### src/design/ter_pkg.sv
package ter_pkg;

  localparam int CW = 6;    // vertex coordinate width
  localparam int KW = 7;    // edge step coefficient width (A, B)
  localparam int EW = 16;   // edge value width, two's complement
  localparam int MW = 64;   // coverage mask width
  localparam int NEDGE = 3;
  localparam int QDEPTH = 2;
  localparam int QPW = $clog2(QDEPTH);

  typedef logic [CW-1:0] coord_t;
  typedef logic [KW-1:0] coef_t;
  typedef logic [EW-1:0] eval_t;

  // triangle after setup: box plus per-edge step and value at (x=0, y=y0)
  typedef struct packed {
    coord_t                 x0;
    coord_t                 x1;
    coord_t                 y0;
    coord_t                 y1;
    logic [NEDGE-1:0][KW-1:0] a;
    logic [NEDGE-1:0][KW-1:0] b;
    logic [NEDGE-1:0][EW-1:0] base;
  } setup_t;

  typedef enum logic [1:0] {
    ST_IDLE = 2'b01,
    ST_RUN  = 2'b10
  } back_st_t;

endpackage

### src/design/ter_fifo.sv
module ter_fifo (
  input  logic            clk,
  input  logic            rst_n,
  input  logic            push,
  output logic            full,
  input  ter_pkg::setup_t wr_data,
  input  logic            pop,
  output logic            empty,
  output ter_pkg::setup_t rd_data
);

  localparam int CNTW = $clog2(ter_pkg::QDEPTH + 1);

  ter_pkg::setup_t          mem_r [ter_pkg::QDEPTH];
  logic [ter_pkg::QPW-1:0]  wr_ptr_r, wr_ptr_nxt;
  logic [ter_pkg::QPW-1:0]  rd_ptr_r, rd_ptr_nxt;
  logic [CNTW-1:0]          cnt_r, cnt_nxt;
  logic                     do_wr, do_rd;

  assign full    = (cnt_r == CNTW'(ter_pkg::QDEPTH));
  assign empty   = (cnt_r == '0);
  assign do_wr   = push && !full;
  assign do_rd   = pop && !empty;
  assign rd_data = mem_r[rd_ptr_r];

  always_comb begin
    wr_ptr_nxt = wr_ptr_r;
    rd_ptr_nxt = rd_ptr_r;
    cnt_nxt    = cnt_r;
    if (do_wr) begin
      wr_ptr_nxt = (wr_ptr_r == ter_pkg::QPW'(ter_pkg::QDEPTH - 1)) ? '0 : wr_ptr_r + 1'b1;
    end
    if (do_rd) begin
      rd_ptr_nxt = (rd_ptr_r == ter_pkg::QPW'(ter_pkg::QDEPTH - 1)) ? '0 : rd_ptr_r + 1'b1;
    end
    if (do_wr && !do_rd) begin
      cnt_nxt = cnt_r + 1'b1;
    end else if (do_rd && !do_wr) begin
      cnt_nxt = cnt_r - 1'b1;
    end
  end

  always_ff @(posedge clk) begin
    if (!rst_n) begin
      wr_ptr_r <= '0;
      rd_ptr_r <= '0;
      cnt_r    <= '0;
    end else begin
      wr_ptr_r <= wr_ptr_nxt;
      rd_ptr_r <= rd_ptr_nxt;
      cnt_r    <= cnt_nxt;
    end
  end

  always_ff @(posedge clk) begin
    if (do_wr) begin
      mem_r[wr_ptr_r] <= wr_data;
    end
  end

  a_cnt_bound: assert property (@(posedge clk) disable iff (!rst_n)
    cnt_r <= CNTW'(ter_pkg::QDEPTH))
    else $error("queue count above depth");

  a_ptr_track: assert property (@(posedge clk) disable iff (!rst_n)
    (cnt_r == '0 || cnt_r == CNTW'(ter_pkg::QDEPTH)) |-> wr_ptr_r == rd_ptr_r)
    else $error("queue pointers disagree with count");

  a_no_lost: assert property (@(posedge clk) disable iff (!rst_n)
    (do_wr && !do_rd) |=> cnt_r == $past(cnt_r) + 1'b1)
    else $error("queue write lost");

endmodule

### config.mk
export PLATFORM = sky130hd
export DESIGN_NAME = ter_fifo
export DESIGN_NICKNAME = d
export VERILOG_FILES = /design/src/design/ter_pkg.sv /design/src/design/ter_fifo.sv
export SDC_FILE = /design/constraint.sdc
export NUM_CORES = 1
export LEC_CHECK = 0
export BUFFER_PORTS_ARGS = -buffer_cell sky130_fd_sc_hd__buf_2
export CAP_MARGIN = 20
export CORE_ASPECT_RATIO = 1.5
export CORE_MARGIN = 3
export CORE_UTILIZATION = 40
export CTS_BUF_LIST = sky130_fd_sc_hd__clkbuf_8 sky130_fd_sc_hd__clkbuf_16
export DETAILED_ROUTE_END_ITERATION = 6
export PLACE_DENSITY = 0.74
export SETUP_SLACK_MARGIN = 0.5
export SLEW_MARGIN = 10
export SYNTH_ARGS = -nofsm -noshare
export SYNTH_HDL_FRONTEND = slang
export SYNTH_SLANG_ARGS = --single-unit
### constraint.sdc
create_clock -name clk -period 6.1 [get_ports clk]
set_input_delay 0.61 -clock clk [delete_from_list [all_inputs] [get_ports clk]]
set_output_delay 0.61 -clock clk [all_outputs]
set_load 0.05 [all_outputs]
# == Yosys cells after proc, flatten, opt, wreduce, memory -nomap -nowiden ==
# Memory sizes are Yosys's and may differ from the RTL's. A register that Yosys moved wholly into a read port is not among the register bits.
# Cells that the tools add are included.
# word_totals
register_bits,4
latch_bits,0
ramBits,228
rom_bits,0
in_bits,118
out_inout_bits,116
wordCells,27
n_memories,1
# mem_list
memory,depth,word_bits,rd,rd_ports_with_merged_regs,wr,line,rtl
mem_r,2,114,1,1,1,ter_fifo.sv:14,ter_pkg::setup_t mem_r [ter_pkg::QDEPTH];
# op_classes
addsub,4
multipliers,0
div_mod_pow,0
magnitude_cmp,0
n_eq_ne,1
shift,0
muxes,8
n_bitwise,0
reduce_logical,10
# ops
operator,n
2-to-1 mux 1 bit,6
logical AND 1 bit,4
zero test 1 bit,4
2-to-1 mux 2 bit,2
adder 1 bit (second input constant),2
adder 2 x 1 -> 2 bit (second input constant),1
equality test 2 bit (second input constant),1
zero test 2 bit,1
nonzero test 2 bit,1
subtractor 2 x 1 -> 2 bit (second input constant),1

# == Longest topological paths before layout ==
# depth
word_depth,7
ltp_mapped,7
ltp_nobuf,7

# == Least setup slack after synthesis ==
# OpenSTA, ideal clock, no wires.
# synth_path
kind,register -> register
startpoint,register cnt_r[0]
endpoint,memory mem_r[0][0] (netlist name) (enable)
setup_ns,0.568
t_arrival_ns,5.096
required_ns,5.532
path_slack_ns,0.436
stages_incl_launch_ff,4
n_path_buf,0
synth_period_minus_slack_ns,5.664
cell_sequence,dfxtp_1 > nand2b_1 > inv_2 > nor3_2
# synth_between
elab_chain_cells,5
# synth_lines
element,line,rtl
from (decl),ter_fifo.sv:17,"logic [CNTW-1:0] cnt_r, cnt_nxt;"
from (signal assigned),ter_fifo.sv:51,cnt_r <= cnt_nxt;
equality test 2 bit,ter_fifo.sv:20,assign full = (cnt_r == CNTW'(ter_pkg::QDEPTH));
net full,ter_fifo.sv:5,"output logic full,"
zero test 1 bit,ter_fifo.sv:22,assign do_wr = push && !full;
logical AND 1 bit,ter_fifo.sv:22,
2-to-1 mux 1 bit,ter_fifo.sv:56,if (do_wr) begin
2-to-1 mux 1 bit (not written as such),ter_fifo.sv:57,mem_r[wr_ptr_r] <= wr_data;
to (decl),ter_fifo.sv:14,
# The timed path passes the listed nets, and every way through them passes these cells.

==> reports/metrics.yaml <==
timing:
  worst_pin_slew_ps: 960
  clock_skew_ps: 8.08
  grt_setup_unrepaired: "false"
  slew_headroom: 0.360
  setup_tns_ps: 0
  finalMaxSlewViolations: 0
  finalCritPeriodShare: 0.588
  final.min_clock_period_ps: 3590
  timing.fmax_mhz: 279
  hold_violations: 0
  setup_viol: 0
layout:
  fillers: 1685
  multi_input_area_mm2: 0.00165
  area_growth_pct: 25.7
  final_area_mm2: 0.0109
  regArea_mm2: 0.00695
  fin_nets: 747
  layout-drive-gt1-share: 0.607
critical_path:
  endpoint: "rd_data[1]"
  worstSetupPathType: "flop to output port"
  rrSetupSlack_ps: 3600
  r2r_cells: 3
  critPathLaunchType: "flop"
  timing.rr.start: "cnt_r[0]"
  cp.arrival_ps: 2980
  endpoint_kind: "output port"
  path_max_fanout: 64
  worst-endpoint-required_ps: 5490
  r2r-end: "mem_r[1][83]"
route:
  drcViolationCount: 0
  wl_mm: 16.2
  dr_total_vias: 4369
  drt_iter0_drc: 207
  wl_per_cell_um: 17.7
  first_pass_iters: 4
  ant_nets: 0
  viasPerCell: 4.77
yosys:
  synthesis.area_mm2: 0.00871
  syn_inst: 380
  synth_seq_area_share: 0.798
  synth_cell_types: 23
  ys_warn_count: 0
  syn_area_per_cell_um2: 22.9
  synth-seq-cells: 233
  syn-num-nets: 499
cts:
  cts_hold_buffers: 0
  h-tree-depth: 1
  cts_tree: "built"
  cts.sinks: 233
  clock_path_buffers: 3
  post-cts-setup-buffers: 0
  cts.clk_slew.worst_paths_ps: 60
  insertion_delay_ps: 490
  cts_resized: 0
  numCtsBuffers: 22
  root_buffer: "clkbuf_16"
power:
  cellPowerDensity_mw_per_mm2: 498
  power.ir.vdd_worst_mv: 0.296
  cellLeakagePower_nw: 4.21
global_routing:
  grt_max_degree: 65
  overflow: 0
  grt_util_all_layers: 0.133
  antenna_found_initial: 3
  grt_pass1_wl_mm: 25.3
  grt_pass1_vias: 4942
job:
  max_cap_violations: 0
floorplanning:
  die_area_mm2: 0.0236
  ios: 234
  die_h_um: 187
  die_x_um: 126
  core-area_mm2: 0.0212
  initial_core_util: 0.410
  row_count: 65
place:
  placed_area_mm2: 0.0101
  globalplace.congestion: 0.749
  port_buffers: 233
  place_hpwl_mm: 11.1
min_path:
  hp-class: "primary input to flop"
outcome:
  status: "finished clean"
[state kept, by name, summed over array words and instances (netlist names), named ones only]
name and flops:
cnt_r 2, wr_ptr_r 1, mem_r 228, rd_ptr_r 1
[Yosys cell counts]
cell type / instances / area, um^2
nand2b_1: 1 / 6.26
o21ai_1: 1 / 5.00
edfxtp_1: 228 / 6850
buf_6: 7 / 78.8
buf_8: 1 / 15.0
nor3_2: 1 / 10.0
nor2_1: 2 / 7.51
inv_2: 1 / 3.75
xnor2_1: 2 / 17.5
dfxtp_1: 5 / 100
or3_1: 1 / 6.26
and3_1: 1 / 6.26
inv_1: 1 / 3.75
and2_1: 3 / 18.8
a21boi_1: 1 / 7.51
mux2_2: 54 / 608
a21boi_0: 1 / 7.51
o21a_1: 1 / 7.51
ha_1: 1 / 12.5
buf_2: 5 / 25.0
xor2_1: 1 / 8.76
mux2_4: 60 / 901
o21ai_0: 1 / 5.00
[power by group]
group	leakage (nW)	switching, W	total [W]	internal, W
logic	1.62	0.00129	0.00186	0.000565
registers	2.17	0.000118	0.00213	0.00201
clock network	0.414	0.000545	0.00147	0.000921
total	4.21	0.00196	0.00546	0.00350
[cell families (layout without fill, tap and decap cells)]
group,Yosys count,count (layout),synth area share
muxes,114,114,0.173
xor gates and xnor gates,3,3,0.00302
DFF,233,233,0.798
buffers and inverters,15,279,0.0145
other,0,3,0
adders and majority gates,1,1,0.00144
AOI/OAI and AO/OA,5,5,0.00374
and+or+nand+nor,9,9,0.00632
[critical path, stage by stage, from the launching register on]
cell	delay [ps]
dfxtp_4	980
buf_4	810
mux2_2	430
buf_2	210
[worst min-delay path by stage]
stage	from	end	cells past startpoint
global route	wr_data[35]	mem_r[0][35]	1
detailed placement	cnt_r[1]	cnt_r[1]	2
CTS	wr_data[35]	mem_r[1][35]	1
global placement	cnt_r[1]	cnt_r[1]	2
floorplan	cnt_r[1]	cnt_r[1]	2
finish	wr_data[35]	mem_r[1][35]	1
[routing by layer]
layer  up-vias  track usage  routed length [um]
li1       2006            -                   -
met5         -            0                  13
met1      2163        0.139                5720
met2       171        0.250                8840
met3        27       0.0392                1270
met4         2       0.0475                 369
[metrics by stage]
step	hold WS (ps)	total power (W)	instances	utilization	setup WS, ps
after floorplan	483	0.00369	380	-	2240
after global placement	496	0.00400	872	0.478	3060
after detailed placement	542	0.00405	872	0.478	2960
after CTS	271	0.00553	912	0.515	2420
after global routing	278	0.00568	914	0.516	2320
final	307	0.00546	915	0.516	2510
[final cells by class]
cell class / count / share of cell area
Antenna cell: 3 / 0.000686
Inverter: 2 / 0.000686
Multi-Input combinational cell: 132 / 0.150
Timing Repair Buffer: 237 / 0.109
Sequential cell: 233 / 0.635
Clock buffer: 25 / 0.0551
Tap cell: 268 / 0.0306
Clock inverter: 15 / 0.0185
[layout by cell type (no fill, tap or decap), types with 2 or more instances in the layout]
| master | instances |
|---|---|
| and2_1 | 3 |
| buf_2 | 233 |
| buf_4 | 4 |
| bufinv_16 | 5 |
| clkbuf_16 | 23 |
| clkbuf_8 | 2 |
| clkinv_2 | 4 |
| clkinv_4 | 2 |
| dfxtp_1 | 4 |
| diode_2 | 3 |
| edfxtp_1 | 228 |
| inv_1 | 5 |
| mux2_2 | 54 |
| mux2_4 | 60 |
| nor2_1 | 2 |
| xnor2_1 | 2 |
No activity file was read; power rests on OpenSTA's default activity.
