`config.mk`:
```
export PLATFORM = sky130hd
export DESIGN_NAME = ter_back
export DESIGN_NICKNAME = d
export VERILOG_FILES = /design/src/design/ter_pkg.sv /design/src/design/ter_back.sv
export SDC_FILE = /design/constraint.sdc
export NUM_CORES = 2
export LEC_CHECK = 0
export BUFFER_PORTS_ARGS = -buffer_cell sky130_fd_sc_hd__buf_2
export CORE_UTILIZATION = 50
export CTS_BUF_LIST = sky130_fd_sc_hd__clkbuf_4
export DETAILED_ROUTE_END_ITERATION = 6
export PLACE_DENSITY = 0.63
export SKIP_CTS_REPAIR_TIMING = 1
export SLEW_MARGIN = 20
export SYNTH_ARGS = -nofsm -noshare
export SYNTH_HDL_FRONTEND = slang
export SYNTH_SLANG_ARGS = --single-unit
```
`constraint.sdc`:
```
create_clock -name clk -period 14.7 [get_ports clk]
set_input_delay 2.94 -clock clk [delete_from_list [all_inputs] [get_ports clk]]
set_output_delay 2.94 -clock clk [all_outputs]
set_load 0.01 [all_outputs]
```
`src/design/ter_pkg.sv`:
```
package ter_pkg;

  localparam int CW = 6;    // vertex coordinate width
  localparam int KW = 7;    // edge step coefficient width (A, B)
  localparam int EW = 16;   // edge value width, two's complement
  localparam int MW = 64;   // coverage mask width
  localparam int NEDGE = 3;
  localparam int QDEPTH = 2;
  localparam int QPW = $clog2(QDEPTH);

  typedef logic [CW-1:0] coord_t;
  typedef logic [KW-1:0] coef_t;
  typedef logic [EW-1:0] eval_t;

  // triangle after setup: box plus per-edge step and value at (x=0, y=y0)
  typedef struct packed {
    coord_t                 x0;
    coord_t                 x1;
    coord_t                 y0;
    coord_t                 y1;
    logic [NEDGE-1:0][KW-1:0] a;
    logic [NEDGE-1:0][KW-1:0] b;
    logic [NEDGE-1:0][EW-1:0] base;
  } setup_t;

  typedef enum logic [1:0] {
    ST_IDLE = 2'b01,
    ST_RUN  = 2'b10
  } back_st_t;

endpackage

```
`src/design/ter_back.sv`:
```
module ter_back #(
  parameter int TILE_SIZE = 64
) (
  input  logic                      clk,
  input  logic                      rst_n,
  input  logic                      q_empty,
  output logic                      q_pop,
  input  ter_pkg::setup_t           q_data,
  output logic                      out_empty,
  input  logic                      out_pop,
  output ter_pkg::coord_t           out_row,
  output logic [ter_pkg::MW-1:0]    out_coverage_mask,
  output logic                      out_last_row
);

  ter_pkg::back_st_t  state_r, state_nxt;
  ter_pkg::setup_t    cur_r;
  ter_pkg::coord_t    y_r, y_nxt;
  ter_pkg::eval_t     base_r [ter_pkg::NEDGE];
  ter_pkg::eval_t     base_nxt [ter_pkg::NEDGE];

  logic                   out_vld_r, out_vld_nxt;
  ter_pkg::coord_t        row_r;
  logic [ter_pkg::MW-1:0] mask_r;
  logic                   last_r;

  logic                   load, adv, out_free, is_last;
  logic [TILE_SIZE-1:0]   lane_hit;

  assign out_free = !out_vld_r || out_pop;
  assign load     = (state_r == ter_pkg::ST_IDLE) && !q_empty;
  assign adv      = (state_r == ter_pkg::ST_RUN) && out_free;
  assign is_last  = (y_r == cur_r.y1);
  assign q_pop    = load;

  // an evaluator for each pixel column: E = base + A*x for edges PQ, QR and RP
  for (genvar x = 0; x < TILE_SIZE; x++) begin : g_lane
    ter_pkg::eval_t e [ter_pkg::NEDGE];
    logic           in_cols;
    for (genvar k = 0; k < ter_pkg::NEDGE; k++) begin : g_edge
      assign e[k] = base_r[k]
        + ter_pkg::EW'({{(ter_pkg::EW-ter_pkg::KW){cur_r.a[k][ter_pkg::KW-1]}}, cur_r.a[k]}
          * ter_pkg::EW'(x));
    end
    assign in_cols = (7'(x) >= {1'b0, cur_r.x0}) && (7'(x) <= {1'b0, cur_r.x1});
    assign lane_hit[x] = in_cols && !e[0][ter_pkg::EW-1] && !e[1][ter_pkg::EW-1]
                         && !e[2][ter_pkg::EW-1];
  end

  always_comb begin
    state_nxt   = state_r;
    y_nxt       = y_r;
    out_vld_nxt = out_vld_r;
    for (int k = 0; k < ter_pkg::NEDGE; k++) begin
      base_nxt[k] = base_r[k];
    end
    if (out_pop) begin
      out_vld_nxt = 1'b0;
    end
    case (state_r)
      ter_pkg::ST_IDLE: begin
        if (load) begin
          state_nxt = ter_pkg::ST_RUN;
          y_nxt     = q_data.y0;
          for (int k = 0; k < ter_pkg::NEDGE; k++) begin
            base_nxt[k] = q_data.base[k];
          end
        end
      end
      ter_pkg::ST_RUN: begin
        if (adv) begin
          out_vld_nxt = 1'b1;
          y_nxt       = y_r + 1'b1;
          for (int k = 0; k < ter_pkg::NEDGE; k++) begin
            base_nxt[k] = base_r[k]
              + {{(ter_pkg::EW-ter_pkg::KW){cur_r.b[k][ter_pkg::KW-1]}}, cur_r.b[k]};
          end
          if (is_last) begin
            state_nxt = ter_pkg::ST_IDLE;
          end
        end
      end
      default: begin
        state_nxt = ter_pkg::ST_IDLE;
      end
    endcase
  end

  always_ff @(posedge clk) begin
    if (!rst_n) begin
      state_r   <= ter_pkg::ST_IDLE;
      out_vld_r <= 1'b0;
    end else begin
      state_r   <= state_nxt;
      out_vld_r <= out_vld_nxt;
    end
  end

  always_ff @(posedge clk) begin
    y_r <= y_nxt;
    for (int k = 0; k < ter_pkg::NEDGE; k++) begin
      base_r[k] <= base_nxt[k];
    end
    if (load) begin
      cur_r <= q_data;
    end
    if (adv) begin
      row_r  <= y_r;
      mask_r <= ter_pkg::MW'(lane_hit);
      last_r <= is_last;
    end
  end

  assign out_empty         = !out_vld_r;
  assign out_row           = row_r;
  assign out_coverage_mask = mask_r;
  assign out_last_row      = last_r;

  a_row_in_box: assert property (@(posedge clk) disable iff (!rst_n)
    (state_r == ter_pkg::ST_RUN) |-> (y_r >= cur_r.y0 && y_r <= cur_r.y1))
    else $error("row outside bounding box");

  a_last_ends: assert property (@(posedge clk) disable iff (!rst_n)
    (adv && is_last) |=> (state_r == ter_pkg::ST_IDLE && out_last_row))
    else $error("last row did not end the triangle");

  a_row_step: assert property (@(posedge clk) disable iff (!rst_n)
    (adv && !is_last) |=> (state_r == ter_pkg::ST_RUN && y_r == $past(y_r) + 1'b1))
    else $error("row did not advance by one");

endmodule

```
== Word-level counts from Yosys, hierarchy flattened ==
Memory sizes are Yosys's and may differ from the RTL's.
Index checks and enable logic that the tools add are counted.
Word-level totals
  register bits after elaboration: 140
  memory bits (writable): 48
  bits of input ports: 118
  output and inout bits: 73
  word-level logic and storage cells: 979
  memories kept: 1
Memory list
  base_r: depth 3, width 16, read ports 3, clocked after memory_dff 0, write ports 3, line ter_back.sv:19  | ter_pkg::eval_t base_r [ter_pkg::NEDGE];
Operators by class
  add/sub/neg operators: 193
  $mul: 171
  order comparisons: 126
  equal/unequal tests: 6
  muxes and demuxes: 13
  reduce and logical (&&, ||, !) cells: 454
Operator list (number)
  adder 16 bit: 192
  multiplier 7 x 7 -> 14 bit, second input constant: 48
  multiplier 16 x 5 -> 15 bit, second input constant: 24
  multiplier 7 x 6 -> 13 bit, second input constant: 24
  logical AND 1 bit: 256
  logical NOT 1 bit: 194
  less-or-equal comparator 6 bit, first input constant: 32
  multiplier 16 x 4 -> 14 bit, second input constant: 12
  multiplier 16 x 4 -> 15 bit, second input constant: 12
  >= comparator 6 bit, first input constant: 31
  multiplier 7 x 5 -> 12 bit, second input constant: 12
  >= comparator 5 x 6 -> 1 bit, first input constant: 16
  less-or-equal comparator 5 x 6 -> 1 bit, first input constant: 16
  multiplier 16 x 3 -> 13 bit, second input constant: 6
  multiplier 16 x 3 -> 14 bit, second input constant: 6
  multiplier 16 x 3 -> 15 bit, second input constant: 6
  2-to-1 mux 48 bit: 2
  case mux 48 bit (2 select lines): 1
  multiplier 7 x 4 -> 11 bit, second input constant: 6
  >= comparator 4 x 6 -> 1 bit, first input constant: 8
  less-or-equal comparator 4 x 6 -> 1 bit, first input constant: 8
  multiplier 16 x 2 -> 12 bit, second input constant: 3
  multiplier 16 x 2 -> 13 bit, second input constant: 3
  multiplier 16 x 2 -> 14 bit, second input constant: 3
  21 further kinds: 42

== Logic depth before layout (Yosys ltp) ==
  word-level depth: 6
  depth in mapped cells: 27
  gate-level depth less buffers: 26

== Worst setup path before layout ==
No wires, ideal clock.
  path kind: input -> output
  start point: in q_empty
  end point: out q_pop
  arrival time: 7.603 ns
  required time: 11.760 ns
  setup slack: 4.157 ns
  cell stages on the path: 1
  buffers on the path: 0
  path through: nor3b_1
Between the ends
  longest elaborated chain between the ends: 2
Ends and longest elaborated chain
  start, declared: line ter_back.sv:6  | input logic q_empty,
  logical NOT 1 bit: line ter_back.sv:31  | assign load = (state_r == ter_pkg::ST_IDLE) && !q_empty;
  logical AND 1 bit: line ter_back.sv:31
  end, declared: line ter_back.sv:7  | output logic q_pop,
No other way between the ends.

== Worst setup path in the final report ==
  start point: reg cur_r[75] (netlist name)
  end point: reg mask_r, in the netlist out_coverage_mask[63], data pin
Between the ends
  longest elaborated chain between the ends: 6
Ends and longest elaborated chain
  start, declared: line ter_back.sv:17  | ter_pkg::setup_t cur_r;
  start signal, assigned: line ter_back.sv:105  | cur_r <= q_data;
  multiplier 7 x 7 -> 14 bit: line ter_back.sv:43  | * ter_pkg::EW'(x));
  adder 16 bit: line ter_back.sv:42  | + ter_pkg::EW'({{(ter_pkg::EW-ter_pkg::KW){cur_r.a[k][ter_pkg::KW-1]}}, cur_r.a[k]}
  logical NOT 1 bit: line ter_back.sv:46  | assign lane_hit[x] = in_cols && !e[0][ter_pkg::EW-1] && !e[1][ter_pkg::EW-1]
  logical AND 1 bit (2 in a row): line ter_back.sv:46
  logical AND 1 bit: line ter_back.sv:47  | && !e[2][ter_pkg::EW-1];
  via lane_hit[63]: line ter_back.sv:28  | logic [TILE_SIZE-1:0] lane_hit;
  end signal, assigned: line ter_back.sv:109  | mask_r <= ter_pkg::MW'(lane_hit);
  end, declared: line ter_back.sv:24  | logic [ter_pkg::MW-1:0] mask_r;
The timed path passes the listed nets, and every way through them passes these cells.
A chain may end at the register's enable or synchronous reset.

==> metrics.csv <==
stage;metric;value;unit
outcome;status;complete, but fails checks;
outcome;failing checks;design-rule violations;
sta;Max-slew headroom;2.65;%
cells_and_area;most frequent cells in the layout;ha_1 (3008), inv_1 (1481), xnor2_1 (998);
cts;clock root buffer;clkbuf_4;
synthesis;area leader, netlist;ha_1;
floorplan;Rows;173;
detailed_routing;DRC marker count from the first detailed-route iteration;9189;
detailed_routing;Vias/cell;6.32;
grt;first-pass GRT wire length;664000;um
critical_path;most common cell type on the critical path;xnor2_1;
floorplan;height of the die;475;um
sta;skew final;0.155;ns
grt;GR Overflow Total;0;
sta;RSZ-0062 raised after global routing;false;
grt;largest net degree at the start of global routing;116;
floorplan;Initial Utilization;50.3;%
pwr;Comb power frac;94.5;%
pwr;Switch Pwr;11.7;mW
detailed_routing;Routed Antenna Nets;0;
critical_path;crit-path max cell delay;0.94;ns
hold_path;Hold Crit Class;reg2reg;
pwr;Max VDD drop;132;uV
critical_path;CP Capture Type;flip-flop;
synthesis;FFs w/ async S/R, synth;0;%
critical_path;CP Max Fanout;115;
cts;CTS H-tree lvls;4;
synthesis;synthesized area;112000;sq um
sta;fin. max-slew vios;0;
grt;Total GRT Usage;39.7;%
floorplan;Die ar.;225000;sq um
pwr;Reg power frac;3.3;%
cts;CTS sink cnt;188;
pwr;post-route total power;20.3;mW
synthesis;Mapped Nets;17100;
sta;# setup viols final;0;
sta;setup TNS;0;ns
synthesis;Post-synth EDFFs;185;
cts;CTS max path bufs;2;
cells_and_area;register area;5620;sq um
grt;antenna violations before repair;45;
cts;CTS buffer count;17;
critical_path;crit path DAT;9.38;ns
cts;TritonCTS clock tree;done;
synthesis;Primary FF master, synth;edfxtp_1;
detailed_routing;Via Count;105000;
cts;Reg clk slew, reported paths;0.32;ns
place;I/O Buffers;190;
detailed_routing;DR WL/cell;27.5;um
pwr;Leakage;58.0;nW
critical_path;crit path launch type;flip-flop;
critical_path;worst path cell trace;buf_12 > ha_1 > xnor2_1 > inv_1 > fa_1 > inv_1 > fa_1 > fa_1 > ha_1 > and3_1 > a211oi_1 > a21oi_1 > xnor2_1 > ha_1 > and4_1 > a21oi_1 > o211ai_1 > xnor2_1 > xnor2_1 > and4b_1;
cells_and_area;# fillers;21100;
synthesis;synthesis-stage register bit count;188;
sta;crit share post-route;57.7;%
place;gpl congestion;1.03;
cts;Clk Latency, worst-skew pair;1.08;ns
sta;Final Hold Viols;0;
cells_and_area;layout cell share with drive strength beyond 1;4.56;%
critical_path;slowest stage cell, crit path;xnor2_1;
detailed_routing;Post-Route WL;456000;um
synthesis;syn avg cell area;8.38;sq um
pwr;clock power share;2.2;%
sta;f_max;118;MHz
synthesis;YS warnings;0;
floorplan;core area;222000;sq um
synthesis;Synth area leaders;ha_1 (34%), fa_1 (11%), xnor2_1 (7.9%);
synthesis;sequential fraction of the synthesis area;5.03;%
cells_and_area;Area growth syn-to-layout;5.66;%
floorplan;die extent in x;475;um
floorplan;Ports;191;
detailed_routing;Post-route DRC;1;
flow_run;MaxCap Viol Count;0;
sta;Final Critical Period;8.48;ns
place;hpwl dp;365000;um
sta;Worst Max-Slew Pin Slew;1.45;ns
cells_and_area;area of the multi-input gates;99900;sq um
cells_and_area;Final nets;17300;
pwr;pwr dens;172;nW/um^2
grt;vias in the first global route;103000;
cells_and_area;most common cell after layout, fill and taps aside;ha_1;
critical_path;worst setup path class;reg2reg;
critical_path;Worst Path Required;15.60;ns
pwr;Int Pwr;8.61;mW
synthesis;post-synth top area share;33.7;%
pwr;Sw Ratio;57.6;%
detailed_routing;DRT Pass-1 Iters;7;
synthesis;Synth Instances;13300;
synthesis;Cell variety after synth;85;
==> registers in the layout (all words and copies together), names as in the netlist <==
signal / cells
out_coverage_mask: 64
base_r: 48
out_last_row: 1
out_row: 6
y_r: 6
out_vld_r: 1
cur_r: 60
state_r: 2
==> path summary, 6_finish.rpt <==
check / to / startpoint / cells past startpoint / slack [ns]
setup / recovery: out_coverage_mask[63] / cur_r[75] / 20 / 6.22
hold / removal: out_vld_r / out_vld_r / 2 / 0.57
setup reg to reg: out_coverage_mask[63] / cur_r[75] / 20 / 6.22
hold reg to reg: out_vld_r / out_vld_r / 2 / 0.57
==> per-layer routing <==
metal	GRT usage [%]	up-vias	part of all wire [%]
met5	0	-	0.043
met2	61.7	4408	43
met3	7.56	1123	8.3
met1	49.3	50600	41
li1	-	48500	-
met4	27.7	28	8.1
==> layout make-up <==
type	count	share of cell area [%]
Clock inverter	15	0.210
Clock buffer	17	0.108
Antenna cell	46	0.0976
Inverter	1488	4.75
Tap cell	2975	3.16
Timing Repair Buffer	394	2.25
Sequential cell	188	4.76
Multi-Input combinational cell	11400	84.7
==> critical path, delay by kind of cell, from the launching register on <==
kind,cells,cell delay (ns)
adder cells (fa/ha/maj),6,3.02
AND/OR/NAND/NOR,3,0.75
buffers and inverters,3,0.99
XOR/XNOR,4,2.16
AO/OA/AOI/OAI,4,0.74
flip-flops,1,0.57
==> power groups by stage <==
| stage | sequential, mW | clock (mW) | combinational, mW |
|---|---|---|---|
| finish | 0.678 | 0.448 | 19.2 |
| global route | 0.680 | 0.462 | 21.2 |
| CTS | 0.677 | 0.457 | 18.8 |
| detailed placement | 0.689 | 0 | 18.7 |
| global placement | 0.688 | 0 | 18.1 |
| floorplan | 0.796 | 0 | 13.3 |
==> cell usage after synthesis (156+ instances only) <==
master	n
xor2_1	256
clkbuf_1	156
o21ai_0	821
o21a_1	192
xnor2_1	1006
inv_1	1483
ha_1	3011
nor2b_1	203
nor3_1	266
nand4_1	165
fa_1	637
a21oi_1	996
edfxtp_1	185
nand3_1	203
nand2_1	649
nor2_1	759
a21o_1	498
==> logic make-up after synthesis <==
group | after synthesis | synth area share [%]
mux | 50 | 0.462
simple gates | 2798 | 12.3
flops | 188 | 5.03
xor+xnor | 1288 | 10.4
compound gates | 3656 | 20.9
fa+ha+maj | 3648 | 45.2
buf+inv | 1701 | 5.73
==> per-stage QoR <==
step	worst slack (ns)	util (%)	cell area [sq um]	std cells	hold slack, ns
3_5_place_dp	6.60	52.9	117000	16500	0.539
4_1_cts	6.49	53.0	118000	16500	0.568
3_3_place_gp	6.66	52.8	117000	16500	0.530
6_report	6.22	53.1	118000	16600	0.575
5_1_grt	5.91	53.1	118000	16500	0.596
2_1_floorplan	4.16	-	112000	13300	0.493
No activity file was read; power rests on OpenSTA's default activity.
