[config.mk]
export PLATFORM = sky130hd
export DESIGN_NAME = ter_front
export DESIGN_NICKNAME = d
export VERILOG_FILES = /design/src/design/ter_pkg.sv /design/src/design/ter_front.sv
export SDC_FILE = /design/constraint.sdc
export NUM_CORES = 1
export LEC_CHECK = 0
export ABC_AREA = 1
export ABC_CLOCK_PERIOD_IN_PS = 12020
export BUFFER_PORTS_ARGS = -buffer_cell sky130_fd_sc_hd__buf_4
export CORE_AREA = 3 3 244 246
export DETAILED_ROUTE_END_ITERATION = 10
export DIE_AREA = 0 0 247 249
export PLACE_DENSITY_LB_ADDON = 0.2
export SLEW_MARGIN = 5
export SYNTH_ARGS = -nofsm -noshare
export SYNTH_HDL_FRONTEND = slang
export SYNTH_SLANG_ARGS = --single-unit
[constraint.sdc]
create_clock -name clk -period 12.02 [get_ports clk]
set_input_delay 1.202 -clock clk [delete_from_list [all_inputs] [get_ports clk]]
set_output_delay 1.202 -clock clk [all_outputs]
set_load 0.05 [all_outputs]
[src/design/ter_pkg.sv]
package ter_pkg;

  localparam int CW = 6;    // vertex coordinate width
  localparam int KW = 7;    // edge step coefficient width (A, B)
  localparam int EW = 16;   // edge value width, two's complement
  localparam int MW = 64;   // coverage mask width
  localparam int NEDGE = 3;
  localparam int QDEPTH = 2;
  localparam int QPW = $clog2(QDEPTH);

  typedef logic [CW-1:0] coord_t;
  typedef logic [KW-1:0] coef_t;
  typedef logic [EW-1:0] eval_t;

  // triangle after setup: box plus per-edge step and value at (x=0, y=y0)
  typedef struct packed {
    coord_t                 x0;
    coord_t                 x1;
    coord_t                 y0;
    coord_t                 y1;
    logic [NEDGE-1:0][KW-1:0] a;
    logic [NEDGE-1:0][KW-1:0] b;
    logic [NEDGE-1:0][EW-1:0] base;
  } setup_t;

  typedef enum logic [1:0] {
    ST_IDLE = 2'b01,
    ST_RUN  = 2'b10
  } back_st_t;

endpackage

[src/design/ter_front.sv]
module ter_front #(
  parameter int TILE_SIZE = 64
) (
  input  logic            clk,
  input  logic            rst_n,
  input  logic            in_push,
  output logic            in_full,
  input  ter_pkg::coord_t in_p_x,
  input  ter_pkg::coord_t in_p_y,
  input  ter_pkg::coord_t in_q_x,
  input  ter_pkg::coord_t in_q_y,
  input  ter_pkg::coord_t in_r_x,
  input  ter_pkg::coord_t in_r_y,
  output logic            q_push,
  input  logic            q_full,
  output ter_pkg::setup_t q_data
);

  localparam ter_pkg::coord_t TILE_MAX = ter_pkg::CW'(TILE_SIZE - 1);

  ter_pkg::coord_t ux [ter_pkg::NEDGE];
  ter_pkg::coord_t uy [ter_pkg::NEDGE];
  ter_pkg::coord_t vx [ter_pkg::NEDGE];
  ter_pkg::coord_t vy [ter_pkg::NEDGE];

  logic            s1_vld_r, s1_vld_nxt;
  logic            acc;
  ter_pkg::coord_t x0_r, x1_r, y0_r, y1_r;
  ter_pkg::coord_t x0_nxt, x1_nxt, y0_nxt, y1_nxt;
  ter_pkg::coef_t  a_r [ter_pkg::NEDGE];
  ter_pkg::coef_t  b_r [ter_pkg::NEDGE];
  ter_pkg::eval_t  c_r [ter_pkg::NEDGE];
  ter_pkg::coef_t  a_nxt [ter_pkg::NEDGE];
  ter_pkg::coef_t  b_nxt [ter_pkg::NEDGE];
  ter_pkg::eval_t  c_nxt [ter_pkg::NEDGE];

  ter_pkg::coord_t mn_x, mx_x, mn_y, mx_y;

  // edges PQ, QR, RP
  assign ux[0] = in_p_x;  assign uy[0] = in_p_y;  assign vx[0] = in_q_x;  assign vy[0] = in_q_y;
  assign ux[1] = in_q_x;  assign uy[1] = in_q_y;  assign vx[1] = in_r_x;  assign vy[1] = in_r_y;
  assign ux[2] = in_r_x;  assign uy[2] = in_r_y;  assign vx[2] = in_p_x;  assign vy[2] = in_p_y;

  assign acc     = in_push && !in_full;
  assign in_full = s1_vld_r && q_full;
  assign q_push  = s1_vld_r;

  always_comb begin
    mn_x = (in_p_x < in_q_x) ? in_p_x : in_q_x;
    mn_x = (mn_x < in_r_x) ? mn_x : in_r_x;
    mx_x = (in_p_x > in_q_x) ? in_p_x : in_q_x;
    mx_x = (mx_x > in_r_x) ? mx_x : in_r_x;
    mn_y = (in_p_y < in_q_y) ? in_p_y : in_q_y;
    mn_y = (mn_y < in_r_y) ? mn_y : in_r_y;
    mx_y = (in_p_y > in_q_y) ? in_p_y : in_q_y;
    mx_y = (mx_y > in_r_y) ? mx_y : in_r_y;
    x0_nxt = (mn_x > TILE_MAX) ? TILE_MAX : mn_x;
    x1_nxt = (mx_x > TILE_MAX) ? TILE_MAX : mx_x;
    y0_nxt = (mn_y > TILE_MAX) ? TILE_MAX : mn_y;
    y1_nxt = (mx_y > TILE_MAX) ? TILE_MAX : mx_y;
    for (int k = 0; k < ter_pkg::NEDGE; k++) begin
      a_nxt[k] = {1'b0, uy[k]} - {1'b0, vy[k]};
      b_nxt[k] = {1'b0, vx[k]} - {1'b0, ux[k]};
      c_nxt[k] = ter_pkg::EW'(ux[k]) * ter_pkg::EW'(vy[k])
                 - ter_pkg::EW'(vx[k]) * ter_pkg::EW'(uy[k]);
    end
  end

  always_comb begin
    s1_vld_nxt = s1_vld_r;
    if (acc) begin
      s1_vld_nxt = 1'b1;
    end else if (!q_full) begin
      s1_vld_nxt = 1'b0;
    end
  end

  always_ff @(posedge clk) begin
    if (!rst_n) begin
      s1_vld_r <= 1'b0;
    end else begin
      s1_vld_r <= s1_vld_nxt;
    end
  end

  always_ff @(posedge clk) begin
    if (acc) begin
      x0_r <= x0_nxt;
      x1_r <= x1_nxt;
      y0_r <= y0_nxt;
      y1_r <= y1_nxt;
      for (int k = 0; k < ter_pkg::NEDGE; k++) begin
        a_r[k] <= a_nxt[k];
        b_r[k] <= b_nxt[k];
        c_r[k] <= c_nxt[k];
      end
    end
  end

  // edge value at (0, y0); wraps mod 2^EW, true value always fits
  always_comb begin
    q_data.x0 = x0_r;
    q_data.x1 = x1_r;
    q_data.y0 = y0_r;
    q_data.y1 = y1_r;
    for (int k = 0; k < ter_pkg::NEDGE; k++) begin
      q_data.a[k]    = a_r[k];
      q_data.b[k]    = b_r[k];
      q_data.base[k] = ter_pkg::EW'({{(ter_pkg::EW-ter_pkg::KW){b_r[k][ter_pkg::KW-1]}}, b_r[k]}
                       * ter_pkg::EW'(y0_r)) + c_r[k];
    end
  end

endmodule

After elaboration in Yosys (flattened, before gate mapping)
Memory sizes are Yosys's and may differ from the RTL's.
Cells that the tools add are included.
{ "word_totals": {"ramBits": 90, "out_inout_bits": 116, "register_bits": 25, "input_bits": 40, "mem_count": 3} }
{ "classes": {"reduce_logical": 3, "n_addsub": 12, "eq_ne": 1, "magnitude_cmp": 12, "muxes": 12, "mul": 9} }
{ "memory_table": {"columns": ["memory", "words", "word_bits", "rd", "rd_clocked_by_memory_dff", "write_ports", "line", "text"], "rows": [
  ["c_r", 3, 16, 3, 0, 3, "ter_front.sv:32", "ter_pkg::eval_t c_r [ter_pkg::NEDGE];"],
  ["a_r", 3, 7, 3, 0, 3, "ter_front.sv:30", "ter_pkg::coef_t a_r [ter_pkg::NEDGE];"],
  ["b_r", 3, 7, 3, 0, 3, "ter_front.sv:31", "ter_pkg::coef_t b_r [ter_pkg::NEDGE];"]
]} }
{ "op_table": {"columns": ["cell", "count"], "rows": [
  ["multiplier 6 x 6 -> 12 bit", 6],
  ["adder 16 bit", 3],
  ["2-to-1 mux 6 bit", 8],
  ["multiplier 7 x 7 -> 14 bit", 3],
  ["subtractor 6 x 6 -> 7 bit", 6],
  ["subtractor 12 x 12 -> 13 bit", 3],
  ["> comparator 6 bit", 4],
  ["> comparator 6 bit, second input constant", 4],
  ["< comparator 6 bit", 4],
  ["2-to-1 mux 1 bit", 4],
  ["logical AND 1 bit", 2],
  ["!= test 2 x 1 -> 1 bit, second input constant", 1],
  ["logical NOT 1 bit", 1]
]} }

Logic depth before layout (Yosys ltp)
Gate-level depths: netlist of the first run.
{ "logic_depth": {"depth_word": 5, "mapped_depth": 27, "depth_no_buf": 26} }

Least setup slack after synthesis of the first run
Ideal clock, no wire load.
{ "synth_path": {"path_kind": "register to output", "from": "register y0_r[1]", "to": "output port q_data[45] (netlist name)", "n_path_buf": 1, "stages_incl_launch_ff": 26, "required_ns": 10.818, "arrival_time_ns": 6.011, "slack_ns": 4.807, "cell_sequence": "edfxtp_1 > clkbuf_1 > nand2_1 > fa_1 > inv_1 > fa_1 > fa_1 > inv_1 > fa_1 > inv_1 > ha_1 > a21oi_1 > o21ai_0 > a21oi_1 > nor2_1 > nor2_1 > xor2_1 > inv_1 > ha_1 > nand2_1 > nor2_1 > nand3_1 > nand3_1 > nand3_1 > nand2_1 > xor2_1"} }
{ "synth_lines": {"columns": ["element", "line", "text"], "rows": [
  ["from (decl)", "ter_front.sv:28", "ter_pkg::coord_t x0_r, x1_r, y0_r, y1_r;"],
  ["from (signal assigned)", "ter_front.sv:90", "y0_r <= y0_nxt;"],
  ["to (decl)", "ter_front.sv:16", "output ter_pkg::setup_t q_data"]
]} }

==> results.json, run 1 <==
{
  "globalplace.congestion": 0.919,
  "crit_family": "adder cells",
  "fp.dieArea_um2": 61500,
  "start_util_pct": 35.8,
  "antennaDiodeCount": 0,
  "critPathCaptureType": "output pin",
  "cts-root-buf": "clkbuf_16",
  "holdBufCountCts": 0,
  "synth_top_flop_cell": "edfxtp_1",
  "avgRoutedWirePerCell_um": 15.3,
  "path_max_fanout": 22,
  "clkTransAtPathRegs_ns": 0.08,
  "drive_gt1_share_pct": 8.24,
  "critical_path.slowest_cell": "edfxtp_1",
  "synth_top_cell_area_share_pct": 25.1,
  "crit_required_ns": 10.82,
  "finalNonFillerCells": 3436,
  "finalSetupViolCount": 0,
  "hp-class": "flip-flop to flip-flop",
  "io_pins": 156,
  "rsz0062_at_grt": "no",
  "die_y_um": 249,
  "layout.nets": 3264,
  "grt_overflow": 0,
  "async_flop_share_pct": 0,
  "worst_slack_ns": 4.58,
  "yosysMostFrequentCell": "inv_1",
  "drt-met1-wl_mm": 24.9,
  "cp_slowest_stage_delay_ns": 0.91,
  "seq_area_frac_synth_pct": 15.4,
  "post-place-cells": 3420,
  "synth_edf_count": 105,
  "critPathLaunchType": "flip-flop",
  "period_needed_ns": 7.44,
  "ys_types": 43,
  "htreeDepth": 3,
  "hold_viol": 0,
  "top_layer": "met4",
  "num_vias": 16100,
  "numClockSinks": 106,
  "postCtsSetupBuffers": 0,
  "clockBufferDepth": 2,
  "route.met2.wl_mm": 24.0,
  "via_per_inst": 4.70,
  "grt_pass1_wl_mm": 85.6,
  "post_cts_resized": 0,
  "cap_violations": 0,
  "first_global_vias": 16500,
  "relSlewSlack_pct": 38.7,
  "synth_area_leaders": "fa_1, ha_1, edfxtp_1",
  "status": "finished clean",
  "final_max_slew_viol_count": 0,
  "wl_met3_mm": 2.93,
  "grt_max_degree": 63,
  "clock_latency_ns": 0.40,
  "worst_pin_slew_ns": 0.920,
  "die_x_um": 247,
  "yosys.area.top_type": "fa_1",
  "syn-num-nets": 3145,
  "wl_mm": 52.6,
  "ys_ff_latch": 106,
  "ant_nets": 0,
  "cts_tree": "built",
  "cts_buffers": 9,
  "row_count": 88,
  "port_buffers": 155,
  "fin_tns_setup_ns": 0,
  "coreArea_um2": 57600,
  "hpwl_mm": 42.0,
  "syn_area_um2": 20600,
  "pre_cts_ws_ns": 4.97,
  "critPathKind": "flip-flop to output pin",
  "synth_warnings": 0,
  "dr.pass1.iters": 5,
  "finClkSkew_ns": 0.00977,
  "worst-path-buf-inv": 5,
  "fmax_mhz": 134,
  "fin_crit_sh_pct": 61.9,
  "antenna_found_initial": 0,
  "drt_first_iter_violations": 814,
  "grt_usage_pct": 17.4,
  "area_growth_pct": 11.0,
  "avgSynthCellArea_um2": 8.09,
  "drc": 0,
  "syn_inst": 2547,
  "critPathArrivalTime_ns": 6.24,
  "synth_common_cells": "inv_1, nand2_1, ha_1, fa_1, a21oi_1"
}
## worst paths after layout
kind / cells past startpoint / from / slack (ns) / to
hold reg to reg: 2 / q_push / 0.51 / q_push
setup / recovery: 25 / y0_r[3] / 4.58 / q_data[13]
hold / removal: 2 / q_push / 0.51 / q_push
setup reg to reg: 5 / q_push / 9.75 / b_r[0][13]
## worst reg2reg max path, stage by stage (launching register included)
cell	delay, ns
dfxtp_1	0.32
nand2_1	0.07
inv_1	0.08
nor2_4	0.07
buf_4	0.55
buf_4	0.79
## logic make-up (layout without fill, tap and decap cells)
logic type               Yosys count  count (layout)  synth area share, %
buffers and inverters            787             911                 14.4
AND/OR/NAND/NOR                  715             715                 14.1
adder cells (fa/ha/maj)          558             558                 43.3
AO/OA/AOI/OAI                    246             246                 7.01
XOR/XNOR                         135             135                 5.74
flip-flops                       106             106                 15.4
## per-layer routing
metal,up-vias,global-route usage (%)
li1,7911,-
met1,7842,24.9
met2,349,28.0
met3,33,2.56
met4,0,3.76
met5,-,0
## state kept, by name, summed over array words and instances, names as in the netlist
register,flops
a_r,21
b_r,21
c_r,39
q_push,1
x0_r,6
x1_r,6
y0_r,6
y1_r,6
## placed cells by master (no fill, tap or decap), types with 2 or more instances in the layout
cell type	netlist	final
inv_1	732	732
nand2_1	550	550
ha_1	300	300
fa_1	258	258
buf_4	1	161
a21oi_1	118	118
edfxtp_1	105	105
xor2_1	84	84
nand3_1	63	63
nor2_1	56	55
xnor2_1	51	51
o21ai_0	39	39
o21ai_1	27	27
nand2_2	15	15
nand4_1	14	14
o21ai_2	11	11
o21bai_1	9	9
clkbuf_16	0	9
a31oi_1	8	8
nor3_1	7	7
nand2_4	6	6
a211oi_1	6	6
a21o_1	5	5
o31ai_1	5	5
o2111ai_1	5	5
a21oi_2	3	3
o211a_1	3	3
nor2_4	1	2
inv_2	2	2
o21ai_4	2	2
clkinv_4	0	2
## cell type report
type	count	area [µm²]
clock buffer	10	229
clock inverter	6	75.1
fill	5870	34700
inverter	734	2760
multi-input combinational	1654	14500
sequential	106	3170
tap	765	957
timing repair buffer	161	1210
## per-stage QoR
stage                     area [µm²]  hold WS [ns]  util [%]
after global placement         22600         0.474      39.2
after CTS                      22900         0.514      39.7
after floorplan                20600         0.707         -
after global routing           22900         0.545      39.7
final                          22900         0.511      39.7
after detailed placement       22600         0.502      39.2
Power of run 1 is not shown: default switching activity piles up to over one toggle a cycle in this logic, so the estimate is an artifact.
==> run 2: changes to the inputs <==
- ABC_CLOCK_PERIOD_IN_PS: 12020 -> 6200
- clock period: 12.02 -> 6.2 ns (I/O delays scaled with it)
==> results.json, run 2 (synthesis gave the netlist of run 1 again) <==
{
  "crit_required_ns": 5.58,
  "timing.rr.end": "c_r[0][19]",
  "period_needed_ns": 6.35,
  "hold_viol": 0,
  "status": "complete, but fails checks",
  "io_pins": 156,
  "layout_commonest_cell": "inv_1",
  "layout.nets": 3352,
  "cts-root-buf": "clkbuf_16",
  "start_util_pct": 35.8,
  "clockBufferDepth": 2,
  "numClockSinks": 106,
  "grt_usage_pct": 18.2,
  "fin_util_pct": 43.1,
  "hpwl_mm": 43.0,
  "coreArea_um2": 57600,
  "pre_cts_ws_ns": 0.0632,
  "worst_pin_slew_ns": 0.769,
  "grt_pass1_wl_mm": 89.0,
  "port_buffers": 155,
  "antennaDiodeCount": 0,
  "final_max_slew_viol_count": 0,
  "path_max_fanout": 11,
  "drt_first_iter_violations": 850,
  "cts_buffers": 9,
  "reg2reg_depth": 5,
  "final.fill_count": 5657,
  "rsz0062_at_grt": "yes",
  "cap_violations": 0,
  "num_vias": 16700,
  "largest_reg_flops": 39,
  "mostFrequentLayoutCells": "inv_1, nand2_1, ha_1, fa_1, buf_4",
  "critPathArrivalTime_ns": 5.73,
  "critPathLaunchType": "flip-flop",
  "cts_tree": "built",
  "first_global_vias": 17100,
  "worst_slack_ns": -0.147,
  "reg2reg_from": "q_push",
  "die_x_um": 247,
  "min_to": "q_push",
  "largest_registers": "c_r: 39 flops, a_r: 21 flops, b_r: 21 flops",
  "grt_overflow": 0,
  "whs_ns": 0.501,
  "fp.dieArea_um2": 61500,
  "grt_max_degree": 54,
  "finClkSkew_ns": 0.0167,
  "clkTransAtPathRegs_ns": 0.09,
  "dr.pass1.iters": 5,
  "fin_tns_setup_ns": -0.268,
  "relSlewSlack_pct": 48.7,
  "htreeDepth": 3,
  "worstHoldStart": "rst_n",
  "cp_slowest_stage_delay_ns": 0.54,
  "fmax_mhz": 158,
  "critical_path.slowest_cell": "fa_1",
  "drive_gt1_share_pct": 17.9,
  "row_count": 88,
  "critical_path.cell_chain": "buf_4 > bufbuf_16 > nand2_1 > fa_1 > inv_1 > fa_1 > fa_1 > inv_1 > fa_1 > inv_1 > ha_4 > nand2_1 > o21ai_2 > xor2_1 > ha_4 > buf_4 > nand2_2 > nor2_4 > nand2_1 > o2111ai_4 > nand2_1 > nand4_1 > o21ai_1 > buf_6",
  "via_per_inst": 4.73,
  "globalplace.congestion": 0.861,
  "min_path_cells": 2,
  "ant_nets": 0,
  "violations": "setup timing",
  "critPathKind": "flip-flop to output pin",
  "antenna_found_initial": 3,
  "critPathCaptureType": "output pin",
  "clock_latency_ns": 0.39,
  "wl_mm": 56.1,
  "r2r_setup_slack_ns": 3.94,
  "fin_crit_sh_pct": 102,
  "finalSetupViolCount": 4,
  "drc": 0,
  "area_growth_pct": 20.6,
  "hp-class": "input pin to flip-flop",
  "largest_register": "c_r",
  "die_y_um": 249,
  "avgRoutedWirePerCell_um": 15.9
}
run 2: cell count changes in the layout (fill, tap and decap cells not counted), moves of 13 or more:
cell,delta
a21oi_1,-31
nor2_1,-13
ha_1,-31
nand2_4,+16
ha_4,+27
inv_2,+20
inv_1,-21
a21oi_2,+26
buf_4,+59
nand2_1,-29
buf_6,+21
run 2: metrics by stage:
| step | std cells | area [µm²] |
|---|---|---|
| final | 3524 | 24800 |
| after detailed placement | 3450 | 22900 |
| after global routing | 3524 | 24800 |
| after CTS | 3495 | 24000 |
| after floorplan | 2547 | 20700 |
| after global placement | 3450 | 22900 |
run 2: metal layers:
layer,part of all wire [%],track usage (%),vias to the layer above
met2,47,29.2,432
li1,-,-,8078
met4,2.1,4.80,4
met3,5.9,3.14,61
met1,45,25.3,8107
met5,0.055,0,-
run 2: cell type report:
type / instances / area (µm²) / share of cell area, %
multi-input combinational: 1654 / 15600 / 62.7
sequential: 106 / 3170 / 12.8
timing repair buffer: 249 / 2050 / 8.25
clock buffer: 9 / 225 / 0.906
clock inverter: 7 / 95.1 / 0.383
tap: 765 / 957 / 3.85
inverter: 734 / 2760 / 11.1
run 2: worst max path at each step:
stage	from	endpoint	slack, ns	depth (start not counted)
after floorplan	y0_r[1]	q_data[47]	-0.17	25
after global placement	y0_r[1]	q_data[45]	0.20	28
after detailed placement	y0_r[3]	q_data[29]	0.06	27
after CTS	y0_r[1]	q_data[29]	-0.06	27
after global routing	y0_r[2]	q_data[46]	-0.33	25
final	y0_r[3]	q_data[46]	-0.15	24
run 2: worst max-delay path, delay by kind of cell, from the launching register on:
kind,cells,cell delay (ns)
xor gates and xnor gates,1,0.30
AOI/OAI and AO/OA,3,0.48
adders and majority gates,6,2.59
buffers and inverters,7,0.90
and+or+nand+nor,7,0.63
DFF,1,0.42
run 2: what timing repair did:
item,4_1_cts,5_1_grt
hold buffers,0,0
gates cloned,2,1
pin swaps,64,108
setup endpoints to repair,17,26
endpoints found under the hold margin,0,0
buffers inserted,27,30
resized for setup,112,142
Power of run 2 is left out for the same reason.
